[config.mk]
export PLATFORM = sky130hd
export DESIGN_NAME = pn2d_blend
export DESIGN_NICKNAME = d
export VERILOG_FILES = /design/src/hdl/perlin_noise_2d_top_macros.svh /design/src/hdl/pn2d_blend.sv
export SDC_FILE = /design/constraint.sdc
export NUM_CORES = 2
export LEC_CHECK = 0
export BUFFER_PORTS_ARGS = -buffer_cell sky130_fd_sc_hd__buf_2
export CAP_MARGIN = 20
export CORE_MARGIN = 2
export CORE_UTILIZATION = 40
export DETAILED_ROUTE_END_ITERATION = 8
export PLACE_DENSITY = 0.64
export SLEW_MARGIN = 20
export SYNTH_ARGS = -nofsm -noshare
export SYNTH_HDL_FRONTEND = slang
export SYNTH_SLANG_ARGS = --single-unit
[constraint.sdc]
create_clock -name clock -period 24.8 [get_ports clock]
set_input_delay 7.44 -clock clock [delete_from_list [all_inputs] [get_ports clock]]
set_output_delay 7.44 -clock clock [all_outputs]
set_load 0.05 [all_outputs]
[src/hdl/perlin_noise_2d_top_macros.svh]
// ----------------------------------------------------------------------------
// perlin_noise_2d_top_macros
// Assertion macros used by the top-level RTL.
// ----------------------------------------------------------------------------
`ifndef PERLIN_NOISE_2D_TOP_MACROS_SVH
`define PERLIN_NOISE_2D_TOP_MACROS_SVH

// Check that an antecedent implies a consequent in the next cycle.
`define PN_ASSERT_NEXT(label, clk, rst, ante, cons) \
   label: assert property (@(posedge clk) disable iff (rst) (ante) |=> (cons)) \
      else $error("assertion failed");

// Check that an antecedent implies a consequent in the same cycle.
`define PN_ASSERT_NOW(label, clk, rst, ante, cons) \
   label: assert property (@(posedge clk) disable iff (rst) (ante) |-> (cons)) \
      else $error("assertion failed");

`endif

[src/hdl/pn2d_blend.sv]
// ----------------------------------------------------------------------------
// pn2d_blend
// Blend four corner dot products in x, then y, round and clamp to Q1.14.
// Three register stages sharing the stall enable.
// ----------------------------------------------------------------------------
`timescale 1ns / 1ps
`default_nettype none
module pn2d_blend #(
   parameter int FRAC_BITS = 8,
   localparam int DOT_W = FRAC_BITS + 18
) (
   input  wire logic                    clock,
   input  wire logic                    enable,
   input  wire logic signed [DOT_W-1:0] n00,
   input  wire logic signed [DOT_W-1:0] n10,
   input  wire logic signed [DOT_W-1:0] n01,
   input  wire logic signed [DOT_W-1:0] n11,
   input  wire logic [FRAC_BITS-1:0]    fx,
   input  wire logic [FRAC_BITS-1:0]    fy,
   output logic signed [15:0]           noise
);
   localparam int W = DOT_W + FRAC_BITS + 3;

   logic signed [DOT_W-1:0] top_ff, bot_ff, v_ff;
   logic [FRAC_BITS-1:0] fy_ff;
   logic signed [W-1:0] pt, pb, pv, rv;
   logic signed [DOT_W-1:0] top_in, bot_in, v_in;

   assign pt = (W'(n10) - W'(n00)) * W'(signed'({1'b0, fx}));
   assign pb = (W'(n11) - W'(n01)) * W'(signed'({1'b0, fx}));
   assign top_in = n00 + DOT_W'(pt >>> FRAC_BITS);
   assign bot_in = n01 + DOT_W'(pb >>> FRAC_BITS);
   assign pv = (W'(bot_ff) - W'(top_ff)) * W'(signed'({1'b0, fy_ff}));
   assign v_in = top_ff + DOT_W'(pv >>> FRAC_BITS);
   assign rv = (W'(v_ff) + W'(1 << (FRAC_BITS - 1))) >>> FRAC_BITS;

   always_ff @(posedge clock) begin
      if (enable) begin
         top_ff <= top_in;
         bot_ff <= bot_in;
         fy_ff  <= fy;
         v_ff   <= v_in;
         if (rv > W'(16384)) begin
            noise <= 16'sd16384;
         end else if (rv < -W'(16384)) begin
            noise <= -16'sd16384;
         end else begin
            noise <= 16'(rv);
         end
      end
   end
endmodule
`default_nettype wire

==> qor.yml <==
logic_synthesis:
  synth.area.top_cells: "fa_1 (31%), ha_1 (14%), inv_1 (9.5%)"
  synth_top_area_share_pct: 31.4
  synth_flop_cell: "edfxtp_1"
  synth_area_per_cell_um2: 8.50
  async_flop_share_pct: 0
  syn_inst: 3685
  yosys.area.top_type: "fa_1"
  yosys.cell_types.count: 86
  yosys_register_bits: 95
  synth_commonest_cells: "inv_1 (789), fa_1 (491), nand2_1 (433), ha_1 (354), and2_1 (270)"
  synth.most_common_cell: "inv_1"
  synth_edf_count: 95
  yosysWarnings: 0
  syn-num-nets: 4652
  ys_seq_area_share_pct: 9.11
  netlist_area_um2: 31300
placed_design:
  dp.cells: 4790
  dpl.hpwl_mm: 64.0
  gp_congestion: 0.888
  io_buffers: 137
worst_setup_path:
  critPathMaxStageDelay_ns: 0.57
  worst_path_most_repeated_cell: "fa_1"
  crit_required_ns: 24.95
  worst-setup-path-type: "in2reg"
  r2r_cells: 39
  cp-end-kind: "register"
  critPathLaunchType: "input pin"
  critPathSlowestCell: "fa_1"
  worstPathMaxFanout: 8
  r2r_end: "v_ff[24]"
  rrSetupSlack_ns: 14.25
  rr_startpoint: "top_ff[1]"
  arrival_ns: 17.05
timing:
  finalCriticalPeriod_ns: 16.90
  maxSlewViolCount: 0
  tightestPinTransition_ns: 1.14
  setup_violations: 0
  rsz0062_at_grt: "false"
  fmax_mhz: 59.2
  finalHoldViolCount: 0
  slew_headroom_pct: 24.1
  tns_ns: 0
  finClkSkew_ns: 0.0242
  fin_crit_sh_pct: 68.2
run_status:
  outcome: "finished, final reports clean"
route:
  ant_nets: 0
  routedWlPerCell_um: 15.9
  first_pass_iters: 7
  drtIter0Drc: 1105
  totalWireLength_mm: 76.5
  drc_errors: 0
  routed-via-count: 24140
  via_per_inst: 5.02
clocking:
  numCtsBuffers: 9
  hold_buffers: 0
  cts.sinks: 95
  cts_setup_buffers: 0
  clk_latency_ns: 0.40
  cts.path.max_buffers: 2
  htree_levels: 3
  cts_root_buffer: "clkbuf_16"
  tritoncts: "done"
  clk_pin_slew_ns: 0.09
  postCtsResizedCells: 0
floorplanning:
  fp-row-count: 102
  start_util_pct: 40.4
  core-area_um2: 77500
  die_y_um: 284
  die_x_um: 284
  io_pins: 138
  die_area_um2: 80500
flow_run:
  max_cap_viol_count: 0
global_routing:
  grt_overflow_total: 0
  grt_pass1_wl_mm: 128
  grt_pass1_vias: 24814
  grt_use_total_pct: 19.6
  grt_start_max_net_pins: 59
  antenna_found_initial: 3
hold_path:
  whs_path_depth: 2
  hold_class: "reg2reg"
  min_to: "noise[8]"
  min_from: "v_ff[16]"
finish:
  drive_above_1_share_pct: 5.63
  multiInputGateArea_um2: 25100
  n_fill_cell: 7691
  area_growth_pct: 6.74
  fin_cells: 4808
  seqCellArea_um2: 2850
  final_nets: 4728
metal layers:
layer,GRT usage [%],wire [um],vias up
li1,-,-,11726
met1,25.3,33600,11950
met3,1.53,2610,88
met2,34.8,38100,374
met4,5.81,2060,2
met5,0,13,-
sequential cells by signal (all words and copies together), names as in the netlist:
register / count
bot_ff: 26
fy_ff: 8
noise: 16
top_ff: 26
v_ff: 19
final cells by class:
class                           instances  area share, %
Tap cell                             1040           3.89
Inverter                              789           8.86
Timing Repair Buffer                  160           2.58
Antenna cell                            2         0.0150
Sequential cell                        95           8.54
Clock inverter                          7          0.266
Multi-Input combinational cell       2706           75.2
Clock buffer                            9          0.674
logic make-up (layout without fill, tap and decap cells):
family	after synthesis	count (layout)	share of synthesized area [%]
buffers and inverters	884	965	10.6
AO/OA/AOI/OAI	469	469	10.0
other	0	2	0
XOR/XNOR	212	212	6.06
multiplexers	2	2	0.0679
adder cells (fa/ha/maj)	846	846	45.6
AND/OR/NAND/NOR	1177	1177	18.5
flip-flops	95	95	9.11
critical path, delay by kind of cell:
kind | cells | cell delay, ns
buffers and inverters | 4 | 0.26
AO/OA/AOI/OAI | 12 | 3.38
adder cells (fa/ha/maj) | 8 | 3.16
XOR/XNOR | 4 | 1.07
AND/OR/NAND/NOR | 11 | 1.73
how the worst max path moves through the flow:
stage                      start    endpoint  slack [ns]
after floorplan           n10[0]  top_ff[25]        8.79
after global placement    n00[0]  top_ff[25]        7.65
after detailed placement  n00[0]  top_ff[25]        7.43
after CTS                 n00[0]  top_ff[25]        7.84
after global routing      n00[0]  top_ff[25]        7.01
final                     n00[0]  top_ff[25]        7.90
through the flow:
step	hold WS, ns	area [um^2]	setup WS [ns]	util, %
6_report	0.679	33400	7.90	43.1
5_1_grt	0.727	33400	7.01	43.1
4_1_cts	0.672	33400	7.84	43.1
3_5_place_dp	0.675	33100	7.43	42.7
3_3_place_gp	0.680	33100	7.65	42.7
2_1_floorplan	0.608	31300	8.79	-
cell usage in the layout (no fill, tap or decap), types with 7 or more instances in the layout:
master     synthesis  final
nand3_1           63     63
a31o_2             9      9
a21o_1            45     45
a211oi_1          12     12
a211o_1            7      7
o21a_1            50     50
ha_1             354    354
a31oi_1           15     15
o21bai_1          20     20
inv_1            789    789
clkbuf_16          0      9
nand2b_1          35     35
nor2b_1           69     69
xnor2_1          147    147
nand2_1          433    433
or3_1             18     18
and3_1            15     15
a311oi_1          14     14
fa_1             491    491
nand4_1           12     12
buf_2              3    136
nor4_1            15     15
or2_2              9      9
nor3_1            48     48
o21ai_0           84     84
a21oi_1          140    140
buf_4              1     24
o211ai_1          20     20
edfxtp_1          95     95
xor2_1            62     62
and2_1           270    270
nor2_1           168    168
Power is not shown: default switching activity piles up to over one toggle a cycle in this logic, so the estimate is an artifact.
